### config.mk
export PLATFORM = sky130hd
export DESIGN_NAME = lcd_row_write_formatter_flat
export DESIGN_NICKNAME = d
export VERILOG_FILES = /design/src/rtl/lrwf_pkg.sv /design/src/rtl/lrwf_in_if.sv /design/src/rtl/lrwf_out_if.sv /design/src/rtl/lcd_row_write_formatter.sv /design/src/flat_wrapper.sv
export SDC_FILE = /design/constraint.sdc
export NUM_CORES = 1
export LEC_CHECK = 0
export ABC_AREA = 1
export BUFFER_PORTS_ARGS = -buffer_cell sky130_fd_sc_hd__buf_2
export CORE_UTILIZATION = 63
export DETAILED_ROUTE_END_ITERATION = 8
export GPL_ROUTABILITY_DRIVEN = 0
export GPL_TIMING_DRIVEN = 0
export HOLD_SLACK_MARGIN = 0.03
export PLACE_DENSITY_LB_ADDON = 0.3
export SLEW_MARGIN = 20
export SYNTH_ARGS = -nofsm -noshare
export SYNTH_HDL_FRONTEND = slang
export SYNTH_SLANG_ARGS = --single-unit
export TNS_END_PERCENT = 100
### constraint.sdc
create_clock -name i_clk -period 3.55 [get_ports i_clk]
set_input_delay 0.355 -clock i_clk [delete_from_list [all_inputs] [get_ports i_clk]]
set_output_delay 0.355 -clock i_clk [all_outputs]
set_load 0.01 [all_outputs]
### src/rtl/lrwf_pkg.sv
package lrwf_pkg;

    // item modes
    localparam logic [1:0] MODE_ROW_START = 2'd0;
    localparam logic [1:0] MODE_FB_BYTE   = 2'd1;
    localparam logic [1:0] MODE_MONO_BYTE = 2'd2;

    // panel command codes
    localparam logic [15:0] CMD_ADDR_SET = 16'h0011;
    localparam logic [15:0] CMD_RAM_DATA = 16'h0012;

    // configuration register indexes
    localparam logic CFG_FLIP = 1'b0;
    localparam logic CFG_MINI = 1'b1;

    // byte pairing phase
    typedef enum logic [1:0] {
        PH_AWAIT   = 2'd0,
        PH_PRIMED  = 2'd1,
        PH_PENDING = 2'd2,
        PH_SPARE   = 2'd3
    } t_phase;

    typedef struct packed {
        logic        is_command;
        logic [15:0] bus_value;
        logic        last;
    } t_xfer;

    // double each bit of a nibble into a dibit
    function automatic logic [7:0] dibit_double(input logic [3:0] nib);
        logic [7:0] res;
        case (nib)
            4'h0: res = 8'h00;
            4'h1: res = 8'h03;
            4'h2: res = 8'h0C;
            4'h3: res = 8'h0F;
            4'h4: res = 8'h30;
            4'h5: res = 8'h33;
            4'h6: res = 8'h3C;
            4'h7: res = 8'h3F;
            4'h8: res = 8'hC0;
            4'h9: res = 8'hC3;
            4'hA: res = 8'hCC;
            4'hB: res = 8'hCF;
            4'hC: res = 8'hF0;
            4'hD: res = 8'hF3;
            4'hE: res = 8'hFC;
            default: res = 8'hFF;
        endcase
        return res;
    endfunction

endpackage

### src/rtl/lrwf_in_if.sv
interface lrwf_in_if;
    logic       valid;
    logic       ready;
    logic [1:0] mode;
    logic [6:0] row;
    logic [4:0] column_word;
    logic [7:0] data_byte;

    modport source (output valid, output mode, output row, output column_word,
                    output data_byte, input ready);
    modport sink   (input valid, input mode, input row, input column_word,
                    input data_byte, output ready);
endinterface

### src/rtl/lrwf_out_if.sv
interface lrwf_out_if;
    logic        valid;
    logic        ready;
    logic        is_command;
    logic [15:0] bus_value;
    logic        last;

    modport source (output valid, output is_command, output bus_value, output last,
                    input ready);
    modport sink   (input valid, input is_command, input bus_value, input last,
                    output ready);
endinterface

### src/rtl/lcd_row_write_formatter.sv
// Channel    Dir  Payload                              Request per
// ---------  ---  -----------------------------------  ------------------------
// i_req      in   mode, row, column_word, data_byte    one item
// o_res      out  is_command, bus_value, last          one bus transfer
// i_cfg_*    in   index (flip, mini_panel), 1-bit data one register write
//
// Items are registered from the input register into the result buffer; byte
// items move every cycle while the sink is ready, a row start holds the input
// register while its three transfers drain from the result buffer.
// Reset (synchronous, active low) empties both stages and clears the pairing
// state and configuration. The input register takes a new request while a
// result still waits, so a stalled sink backs up only after one held item.
module lcd_row_write_formatter #(
    parameter int PIXEL_COLUMNS = 168
) (
    input  logic          i_clk,
    input  logic          i_rst_n,
    lrwf_in_if.sink       i_req,
    lrwf_out_if.source    o_res,
    input  logic          i_cfg_we,
    input  logic          i_cfg_index,
    input  logic          i_cfg_data
);
    import lrwf_pkg::*;

    localparam int LASTWORD      = PIXEL_COLUMNS / 8 - 1;
    localparam int FLIP_BASE     = 4 << 5;
    localparam int MINI_BASE     = 22 << 5;
    localparam logic [15:0] OFS_PLAIN = 16'(LASTWORD);
    localparam logic [15:0] OFS_FLIP  = 16'(FLIP_BASE + LASTWORD - 1);
    localparam logic [15:0] OFS_MINI  = 16'(MINI_BASE + LASTWORD - 4);

    logic        r_flip;
    logic        r_mini;

    logic        r_in_valid;
    logic [1:0]  r_in_mode;
    logic [6:0]  r_in_row;
    logic [4:0]  r_in_col;
    logic [7:0]  r_in_byte;

    logic [7:0]  r_pending;
    logic [7:0]  r_window;
    t_phase      r_phase;

    t_xfer       r_buf [3];
    logic [1:0]  r_left;
    logic [1:0]  r_pos;

    t_xfer       n_buf [3];
    logic [1:0]  n_cnt;
    logic [7:0]  n_pending;
    logic [7:0]  n_window;
    t_phase      n_phase;

    logic        in_fire;
    logic        out_fire;
    logic        move;
    logic [15:0] offset;
    logic [15:0] addr;

    assign out_fire = o_res.valid && o_res.ready;
    // hand the held item on once the buffer is empty or draining its last entry
    assign move     = r_in_valid && ((r_left == 2'd0) || ((r_left == 2'd1) && o_res.ready));
    assign i_req.ready = !r_in_valid || move;
    assign in_fire  = i_req.valid && i_req.ready;

    assign o_res.valid      = (r_left != 2'd0);
    assign o_res.is_command = r_buf[r_pos].is_command;
    assign o_res.bus_value  = r_buf[r_pos].bus_value;
    assign o_res.last       = r_buf[r_pos].last;

    always_comb begin
        if (!r_flip) begin
            offset = OFS_PLAIN;
        end else if (r_mini) begin
            offset = OFS_MINI;
        end else begin
            offset = OFS_FLIP;
        end
        addr = {4'b0, r_in_row, 5'b0} + offset - {11'b0, r_in_col};
    end

    always_comb begin
        n_buf[0]  = '0;
        n_buf[1]  = '0;
        n_buf[2]  = '0;
        n_cnt     = 2'd0;
        n_pending = r_pending;
        n_window  = r_window;
        n_phase   = r_phase;
        case (r_in_mode)
            MODE_ROW_START: begin
                n_buf[0] = '{is_command: 1'b1, bus_value: CMD_ADDR_SET, last: 1'b0};
                n_buf[1] = '{is_command: 1'b0, bus_value: addr,         last: 1'b0};
                n_buf[2] = '{is_command: 1'b1, bus_value: CMD_RAM_DATA, last: 1'b1};
                n_cnt    = 2'd3;
                n_phase  = PH_AWAIT;
            end
            MODE_FB_BYTE: begin
                if (r_flip && r_mini) begin
                    case (r_phase)
                        PH_PRIMED: begin
                            n_pending = r_in_byte;
                            n_phase   = PH_PENDING;
                        end
                        PH_PENDING: begin
                            // window of three bytes, shifted right by a nibble
                            n_buf[0] = '{is_command: 1'b0,
                                         bus_value: {r_window[3:0], r_pending,
                                                     r_in_byte[7:4]},
                                         last: 1'b1};
                            n_cnt    = 2'd1;
                            n_window = r_in_byte;
                            n_phase  = PH_PRIMED;
                        end
                        default: begin
                            // prime the window, emit nothing
                            n_window = r_in_byte;
                            n_phase  = PH_PRIMED;
                        end
                    endcase
                end else if (r_phase == PH_PENDING) begin
                    n_buf[0] = '{is_command: 1'b0, bus_value: {r_pending, r_in_byte},
                                 last: 1'b1};
                    n_cnt    = 2'd1;
                    n_phase  = PH_AWAIT;
                end else begin
                    n_pending = r_in_byte;
                    n_phase   = PH_PENDING;
                end
            end
            MODE_MONO_BYTE: begin
                n_buf[0] = '{is_command: 1'b0,
                             bus_value: {dibit_double(r_in_byte[7:4]),
                                         dibit_double(r_in_byte[3:0])},
                             last: 1'b1};
                n_cnt    = 2'd1;
            end
            default: begin
                n_cnt = 2'd0;
            end
        endcase
    end

    always_ff @(posedge i_clk) begin
        if (!i_rst_n) begin
            r_flip     <= 1'b0;
            r_mini     <= 1'b0;
            r_in_valid <= 1'b0;
            r_pending  <= '0;
            r_window   <= '0;
            r_phase    <= PH_AWAIT;
            r_left     <= 2'd0;
            r_pos      <= 2'd0;
        end else begin
            if (i_cfg_we) begin
                if (i_cfg_index == CFG_FLIP) begin
                    r_flip <= i_cfg_data;
                end else if (i_cfg_index == CFG_MINI) begin
                    r_mini <= i_cfg_data;
                end
            end
            if (in_fire) begin
                r_in_valid <= 1'b1;
            end else if (move) begin
                r_in_valid <= 1'b0;
            end
            if (move) begin
                r_pending <= n_pending;
                r_window  <= n_window;
                r_phase   <= n_phase;
                r_left    <= n_cnt;
                r_pos     <= 2'd0;
            end else if (out_fire) begin
                r_left <= r_left - 2'd1;
                r_pos  <= r_pos + 2'd1;
            end
        end
    end

    always_ff @(posedge i_clk) begin
        if (in_fire) begin
            r_in_mode <= i_req.mode;
            r_in_row  <= i_req.row;
            r_in_col  <= i_req.column_word;
            r_in_byte <= i_req.data_byte;
        end
        if (move) begin
            r_buf[0] <= n_buf[0];
            r_buf[1] <= n_buf[1];
            r_buf[2] <= n_buf[2];
        end
    end

endmodule

### src/flat_wrapper.sv
// flat-port wrapper written by rule: the top's interface ports become plain ports
module lcd_row_write_formatter_flat import lrwf_pkg::*;
#(
    parameter int PIXEL_COLUMNS = 168
)
  (i_clk, i_rst_n, i_cfg_we, i_cfg_index, i_cfg_data, i_req_valid, i_req_mode, i_req_row, i_req_column_word, i_req_data_byte, i_req_ready, o_res_valid, o_res_is_command, o_res_bus_value, o_res_last, o_res_ready);
  lrwf_in_if i_req_i ();
  lrwf_out_if o_res_i ();
  input  logic i_clk;
  input  logic i_rst_n;
  input  logic i_cfg_we;
  input  logic i_cfg_index;
  input  logic i_cfg_data;
  input wire logic [$bits(i_req_i.valid)-1:0] i_req_valid;
  input wire logic [$bits(i_req_i.mode)-1:0] i_req_mode;
  input wire logic [$bits(i_req_i.row)-1:0] i_req_row;
  input wire logic [$bits(i_req_i.column_word)-1:0] i_req_column_word;
  input wire logic [$bits(i_req_i.data_byte)-1:0] i_req_data_byte;
  output wire logic [$bits(i_req_i.ready)-1:0] i_req_ready;
  output wire logic [$bits(o_res_i.valid)-1:0] o_res_valid;
  output wire logic [$bits(o_res_i.is_command)-1:0] o_res_is_command;
  output wire logic [$bits(o_res_i.bus_value)-1:0] o_res_bus_value;
  output wire logic [$bits(o_res_i.last)-1:0] o_res_last;
  input wire logic [$bits(o_res_i.ready)-1:0] o_res_ready;
  assign i_req_i.valid = i_req_valid;
  assign i_req_i.mode = i_req_mode;
  assign i_req_i.row = i_req_row;
  assign i_req_i.column_word = i_req_column_word;
  assign i_req_i.data_byte = i_req_data_byte;
  assign i_req_ready = i_req_i.ready;
  assign o_res_valid = o_res_i.valid;
  assign o_res_is_command = o_res_i.is_command;
  assign o_res_bus_value = o_res_i.bus_value;
  assign o_res_last = o_res_i.last;
  assign o_res_i.ready = o_res_ready;
  lcd_row_write_formatter #(.PIXEL_COLUMNS(PIXEL_COLUMNS)) u_core (.i_clk(i_clk), .i_rst_n(i_rst_n), .i_req(i_req_i), .o_res(o_res_i), .i_cfg_we(i_cfg_we), .i_cfg_index(i_cfg_index), .i_cfg_data(i_cfg_data));
endmodule
## Word level (Yosys, flattened, before mapping)

Memory sizes are Yosys's and may differ from the RTL's. A register that Yosys moved wholly into a read port is not among the register bits.
Index checks and enable logic that the tools add are counted.

| operators by class | value |
|---|---|
| add/subtract/negate cells | 4 |
| equality and inequality tests | 7 |
| muxes and demuxes | 26 |
| bitwise operators | 3 |
| reduce and logical (&&, ||, !) cells | 20 |

Operators with widths:

| kind | number |
|---|---|
| 18-bit case mux with 3 select lines | 1 |
| 35-bit two-way mux | 1 |
| 17-bit two-way mux | 2 |
| 8-bit two-way mux | 3 |
| 10-bit two-way mux | 2 |
| 18-bit two-way mux | 1 |
| 16-bit by 5-bit subtractor with 16-bit output | 1 |
| 2-bit two-way mux | 7 |
| 12-bit by 10-bit adder with 13-bit output | 1 |
| 4-bit two-way mux | 2 |
| 4-bit AND reduction | 2 |
| 2-bit nonzero test | 4 |
| 2-bit by 1-bit == test with 1-bit output (second input constant) | 3 |
| 2-bit case mux with 3 select lines | 1 |
| 2-bit AND reduction | 3 |
| 1-bit logical AND | 5 |
| 1-bit two-way mux | 5 |
| 2-bit == test (second input constant) | 2 |
| 2-bit zero test | 2 |
| 2-bit case mux with 2 select lines | 1 |
| 1-bit NOT | 3 |
| 2-bit by 1-bit adder with 2-bit output (second input constant) | 1 |
| 1-bit logical OR | 2 |
| 2-bit by 1-bit inequality test with 1-bit output (second input constant) | 1 |
| other kinds (4) | 4 |

| word-level totals | value |
|---|---|
| register bits | 43 |
| bits in writable memories | 54 |
| memory bits (read-only) | 256 |
| bits of input ports | 29 |
| output and inout port bits | 20 |
| memories kept | 3 |

Memories:

| name | words | bits a word | rd ports | clocked after memory_dff | wr ports | RTL line | text |
|---|---|---|---|---|---|---|---|
| (no name shown) | 16 | 8 | 1 | 1 | 0 | lrwf_pkg.sv:33 | `case (nib)` |
| (no name shown) | 16 | 8 | 1 | 1 | 0 | lrwf_pkg.sv:33 |  |
| u_core.r_buf | 3 | 18 | 1 | 1 | 3 | lcd_row_write_formatter.sv:46 | `t_xfer r_buf [3];` |

## Logic depth before layout (Yosys ltp)

Gate-level depths: netlist of run 1.

| logic depth | value |
|---|---|
| depth after elaboration | 7 |
| mapped depth | 16 |
| mapped depth without buffers | 16 |

## Least setup slack after synthesis of run 1

Ideal clock, no wire load.

| timing | value |
|---|---|
| kind | register to register |
| start point | register u_core.r_flip |
| end point | memory u_core.r_buf[1][10] (netlist bit) (data pin) |
| setup time | 255 ps |
| arrival | 1872 ps |
| data required time | 3295 ps |
| slack | 1424 ps |
| stages on the path, launching flop included | 14 |
| clock period less this slack | 2126 ps |
| path through | dfxtp_1 > inv_1 > nor2_1 > ha_1 > ha_1 > fa_1 > nand2_1 > nand2_1 > nand3_1 > nand2_1 > nand2_1 > nand3_1 > nand2_1 > nor2_1 |

RTL lines:

| item | RTL line | text |
|---|---|---|
| from (decl) | lcd_row_write_formatter.sv:33 | `logic r_flip;` |
| from (signal assigned) | lcd_row_write_formatter.sv:159 | `r_flip <= i_cfg_data;` |
| to (decl) | lcd_row_write_formatter.sv:46 |  |

==> reports/metrics.cfg, run 1 <==
[yosys]
synth-compound-area-share = 0.0994
synthXorXnorAreaFrac = 0.00201
netlist_area_um2 = 4360
synthDistinctLibCells = 33
syn_inst = 490
yosysTopAreaCell = edfxtp_1
syn_avg_cell_area_um2 = 8.89
synth_top_area_share = 0.386
synth_top_family_by_area = simple AND/OR/NAND/NOR gates
synth_mux_area_frac = 0
syn-num-nets = 541
synthArstFlopShare = 0
ys_ff_latch = 87
synth_adder_area_share = 0.0649
synth_edf_count = 56
yosys.area_share.simple = 0.236
yosys-top-cells-area = edfxtp_1, dfxtp_1, nand2_1
synthFlopType = edfxtp_1
ys_seq_area_frac = 0.528
ys.warnings.count = 0

[run]
drv_cap = 0

[routing]
drtIter0Drc = 496
viasPerCell = 5.69
drt_pre_antenna_iters = 8
drc_errors = 0
ant_nets = 0
via_count = 3589
wl_per_cell_um = 15.1
finalWirelength_um = 9530

[finish]
final_core_util = 0.753
drive_above_1_share = 0.193
post_layout_nonfiller_instances = 631
synthToLayoutAreaGrowth_pct = 12.3
nets = 600
antenna_cells = 0

[timing]
finalSetupViolations = 0
slew_headroom = 0.559
fmax_mhz = 402
fin_crit_sh = 0.701
rsz0062_at_grt = no
fin_crit_ps = 2490
fin_skew_ps = 8.29
fin_ws_ps = 1060
fin_setup_tns_ps = 0
max_slew.worst_pin.slew_ps = 661
slew_violations = 0
final-hold-violation-count = 0

[die]
num_rows = 29
core_um2 = 6490
die_w_um = 85.2
die_h_um = 85.2
fp.dieArea_um2 = 7250
start_util = 0.671
io_pins = 49

[worst_setup_path]
crit_fanout = 4
reg2reg_to = u_core.r_buf[1][10]
criticalPathCategory = flip-flop to flip-flop
required_ps = 3660
startpoint_type = flip-flop
reg2reg_slack_ps = 1060
reg2reg_from = u_core.r_flip
r2r_cells = 13
crit_path_end_kind = flip-flop
arrival_ps = 2600

[min_path]
worstHoldStart = i_req_column_word[3]
min_to = u_core.r_in_col[3]
hp-class = input pin to flip-flop
holdPathStages = 1

[grt]
gr-usage-all-layers = 0.282
grt_overflow = 0
grt_pass1_wl_um = 15500
grt_pass1_vias = 3382
grt_max_degree = 43
grt_antenna_before_repair = 0

[clock_network]
htree_levels = 3
root_buffer = clkbuf_8
numCtsBuffers = 9
hold_buffers = 0
clk_pin_slew_ps = 90
cts.sinks = 87
cts_tree = done
clock_path_buffers = 2
post_cts_buffers = 0
insertion_delay_ps = 360
postCtsResizedCells = 0

[pwr]
switchingPower_uw = 781
pwr-share-seq = 0.499
power_mw = 2.51
ir_drop_v = 0.000433
comb_power_share = 0.229
switching_share = 0.311
p_int_mw = 1.73
leakagePower_nw = 2.23
clkPwrFrac = 0.272
p_per_area_nw_per_um2 = 513

[placed_design]
dp_hpwl_um = 7050
port_buffers = 48
place_inst = 615
dpl_worst_slack_ps = 1120

[status]
status = finished clean

## stage by stage
step | cell area [µm²] | hold WS [ps]
6_report | 4890 | 165
3_3_place_gp | 4690 | 472
4_1_cts | 4890 | 156
3_5_place_dp | 4690 | 485
5_1_grt | 4890 | 149
2_1_floorplan | 4360 | 454
## cell usage in the layout (no fill, tap or decap), drive strengths merged
master / instances
a21oi: 21
nor2: 57
o311ai: 3
o21a: 1
bufinv: 1
nand2: 134
clkinv: 4
dfxtp: 31
nand4: 2
o31ai: 1
o21ai: 36
o221ai: 7
xnor2: 1
inv: 71
edfxtp: 56
fa: 1
nor3: 5
clkbuf: 13
nand3: 34
buf: 52
ha: 21
nor4: 2
## cell usage after synthesis, types with 2 or more instances
master	instances
o21ai_1	24
nand3_1	34
buf_2	3
nor2_8	2
nor2_2	8
a21oi_1	19
nor2_1	45
nor4_1	2
clkbuf_1	3
ha_1	21
inv_2	12
nor2_4	2
o21ai_2	5
inv_1	57
nand4_1	2
o21ai_0	6
nand2_1	127
o221ai_1	7
edfxtp_1	56
dfxtp_1	31
nand2_2	6
o311ai_1	3
nor3_1	5
## per-layer routing
metal / up-vias / wire (µm) / GRT usage
li1: 1745 / - / -
met1: 1625 / 3980 / 0.378
met2: 195 / 4490 / 0.449
met3: 24 / 888 / 0.0749
met4: 0 / 169 / 0.0955
met5: - / 0 / 0
## power by group through the flow
| stage | combinational (mW) | sequential (mW) | clock, mW |
|---|---|---|---|
| 2_1_floorplan | 0.397 | 1.26 | 0 |
| 3_3_place_gp | 0.536 | 1.27 | 0 |
| 3_5_place_dp | 0.566 | 1.27 | 0 |
| 4_1_cts | 0.569 | 1.25 | 0.689 |
| 5_1_grt | 0.643 | 1.26 | 0.728 |
| 6_report | 0.574 | 1.25 | 0.683 |
## worst max path at each step
| stage | startpoint | end | slack (ps) |
|---|---|---|---|
| 4_1_cts | u_core.r_flip | u_core.r_buf[1][10] | 1070 |
| 5_1_grt | u_core.r_flip | u_core.r_buf[1][12] | 840 |
| 3_3_place_gp | u_core.r_flip | u_core.r_buf[1][10] | 1210 |
| 2_1_floorplan | u_core.r_flip | u_core.r_buf[1][10] | 1420 |
| 6_report | u_core.r_flip | u_core.r_buf[1][10] | 1060 |
| 3_5_place_dp | u_core.r_flip | u_core.r_buf[1][10] | 1120 |
## critical path, stage by stage, from the launching register on
cell and delay (ps):
dfxtp_1 350, inv_1 100, nor2_1 160, ha_1 260
ha_1 270, fa_1 430, nand2_1 120, nand2_1 70
nand3_1 80, nand2_1 140, nand2_1 110, nand3_1 70
nand2_1 60, nor2_1 40
## cell families (layout without fill, tap and decap cells)
group	count (synthesis)	count (layout)
buffers and inverters	77	141
AND/OR/NAND/NOR	234	234
adder cells (fa/ha/maj)	22	22
flip-flops	87	87
AO/OA/AOI/OAI	69	69
XOR/XNOR	1	1
## area by class of cell
type                       instances  area [µm²]
buffer                             7        37.5
clock buffer                      10         128
clock inverter                     6        70.1
fill                             452        1600
inverter                          70         265
multi-input combinational        326        1750
sequential                        87        2300
tap                               77        96.3
timing repair buffer              48         240
(Power assumes the default switching activity.)
==> inputs of run 2 (changes only) <==
--- a/config.mk
+++ b/config.mk
@@ -7,7 +7,7 @@
 export LEC_CHECK = 0
 export ABC_AREA = 1
 export BUFFER_PORTS_ARGS = -buffer_cell sky130_fd_sc_hd__buf_2
-export CORE_UTILIZATION = 63
+export CORE_UTILIZATION = 58
 export DETAILED_ROUTE_END_ITERATION = 8
 export GPL_ROUTABILITY_DRIVEN = 0
 export GPL_TIMING_DRIVEN = 0
==> constraint.sdc (replaced) <==
create_clock -name i_clk -period 2.4 [get_ports i_clk]
set_input_delay 0.24 -clock i_clk [delete_from_list [all_inputs] [get_ports i_clk]]
set_output_delay 0.24 -clock i_clk [all_outputs]
set_load 0.01 [all_outputs]
==> reports/metrics.cfg, run 2 (same netlist as run 1, synthesis figures left out) <==
[status]
status = finished clean

[routing]
wl_per_cell_um = 13.9
drtIter0Drc = 271
via_count = 3460
viasPerCell = 5.30
finalWirelength_um = 9080
drt_pre_antenna_iters = 6
drc_errors = 0
ant_nets = 0

[pwr]
comb_power_share = 0.226
ir_drop_v = 0.000433
p_int_mw = 2.58
p_per_area_nw_per_um2 = 751
switchingPower_mw = 1.13
leakagePower_nw = 2.23
pwr-share-seq = 0.499
switching_share = 0.305
power_mw = 3.71
clkPwrFrac = 0.275

[finish]
nFillCells = 576
drive_above_1_share = 0.200
final_cell_mix = nand2_1, inv_1, edfxtp_1
synthToLayoutAreaGrowth_pct = 13.5
nets = 600
antenna_cells = 0
final_area_um2 = 4940
multi_input_area_um2 = 1770
regArea_um2 = 2300
final_common_cell = nand2_1

[timing]
max_slew.worst_pin.slew_ps = 670
fin_setup_tns_ps = 0
finalSetupViolations = 0
slew_violations = 0
final-hold-violation-count = 0
rsz0062_at_grt = no
fmax_mhz = 454
fin_crit_ps = 2200
slew_headroom = 0.553
fin_skew_ps = 9.34
fin_ws_ps = 196
fin_crit_sh = 0.918

[worst_setup_path]
crit_path_end_kind = flip-flop
required_ps = 2520
cp_top_family = adder cells
critPathSlowestCell = dfxtp_1
reg2reg_to = u_core.r_buf[1][10]
path_buf_inv = 1
slowest_delay_ps = 370
startpoint_type = flip-flop
reg2reg_from = u_core.r_flip
crit_fanout = 4
arrival_ps = 2320
cpMostUsedCell = nand2_1
crit_chain = inv_2 -> nor2_2 -> ha_1 -> ha_4 -> fa_2 -> nand2_1 -> nand2_1 -> nand3_1 -> nand2_2 -> nand2_1 -> nand3_1 -> nand2_1 -> nor2_1
reg2reg_slack_ps = 200
r2r_cells = 13
criticalPathCategory = flip-flop to flip-flop

[grt]
grt_pass1_vias = 3147
gr-usage-all-layers = 0.253
grt_overflow = 0
grt_max_degree = 43
grt_pass1_wl_um = 14600
grt_antenna_before_repair = 0

[clock_network]
clock_path_buffers = 2
insertion_delay_ps = 350
htree_levels = 3
numCtsBuffers = 9
hold_buffers = 0
clk_pin_slew_ps = 90
root_buffer = clkbuf_8
cts_tree = done
cts.sinks = 87

[die]
die_h_um = 88.7
io_pins = 49
core_um2 = 7250
start_util = 0.601
fp.dieArea_um2 = 7860
num_rows = 31
die_w_um = 88.7

[min_path]
holdPathStages = 1
min_to = u_core.r_in_mode[1]
worstHoldStart = i_req_mode[1]
hp-class = input pin to flip-flop

[placed_design]
port_buffers = 48
dp_hpwl_um = 6760
dpl_worst_slack_ps = -26.3
place_area_um2 = 4720

[run]
drv_cap = 0

-- run 2: layer usage --
metal	GRT usage	share of wire	vias up
li1	-	-	1747
met1	0.357	0.46	1553
met2	0.378	0.45	144
met3	0.0504	0.074	16
met4	0.114	0.020	0
met5	0	0	-
-- run 2: worst max-delay path by stage --
stage	start	endpoint	cells after the start
floorplan	u_core.r_flip	u_core.r_buf[1][10]	13
global placement	u_core.r_flip	u_core.r_buf[1][10]	13
detailed placement	u_core.r_flip	u_core.r_buf[1][10]	13
CTS	u_core.r_flip	u_core.r_buf[1][10]	13
global route	u_core.r_flip	u_core.r_buf[1][12]	14
finish	u_core.r_flip	u_core.r_buf[1][10]	13
-- run 2: cell type report --
cell class | instances | share of cell area
Sequential cell | 87 | 0.466
Multi-Input combinational cell | 326 | 0.358
Inverter | 70 | 0.0536
Timing Repair Buffer | 48 | 0.0486
Clock buffer | 13 | 0.0367
Tap cell | 99 | 0.0251
Buffer | 7 | 0.00759
Clock inverter | 3 | 0.00455
-- run 2: timing repair --
| action | CTS | global route |
|---|---|---|
| setup buffers | 0 | 0 |
| setup endpoints to repair | 2 | 5 |
| gates resized for setup | 2 | 4 |
-- run 2: power groups by stage --
stage | combinational (mW) | sequential, mW | clock (mW)
floorplan | 0.588 | 1.86 | 0
finish | 0.839 | 1.85 | 1.02
detailed placement | 0.821 | 1.89 | 0
global placement | 0.794 | 1.88 | 0
global route | 0.947 | 1.87 | 1.09
CTS | 0.830 | 1.85 | 1.03
-- run 2: metrics by stage --
step / utilization / std cells / hold WS [ps]
after floorplan: - / 490 / 339
after global placement: 0.651 / 637 / 416
after detailed placement: 0.651 / 637 / 418
after CTS: 0.680 / 653 / 43.4
after global routing: 0.682 / 653 / 39.9
final: 0.682 / 653 / 54.7
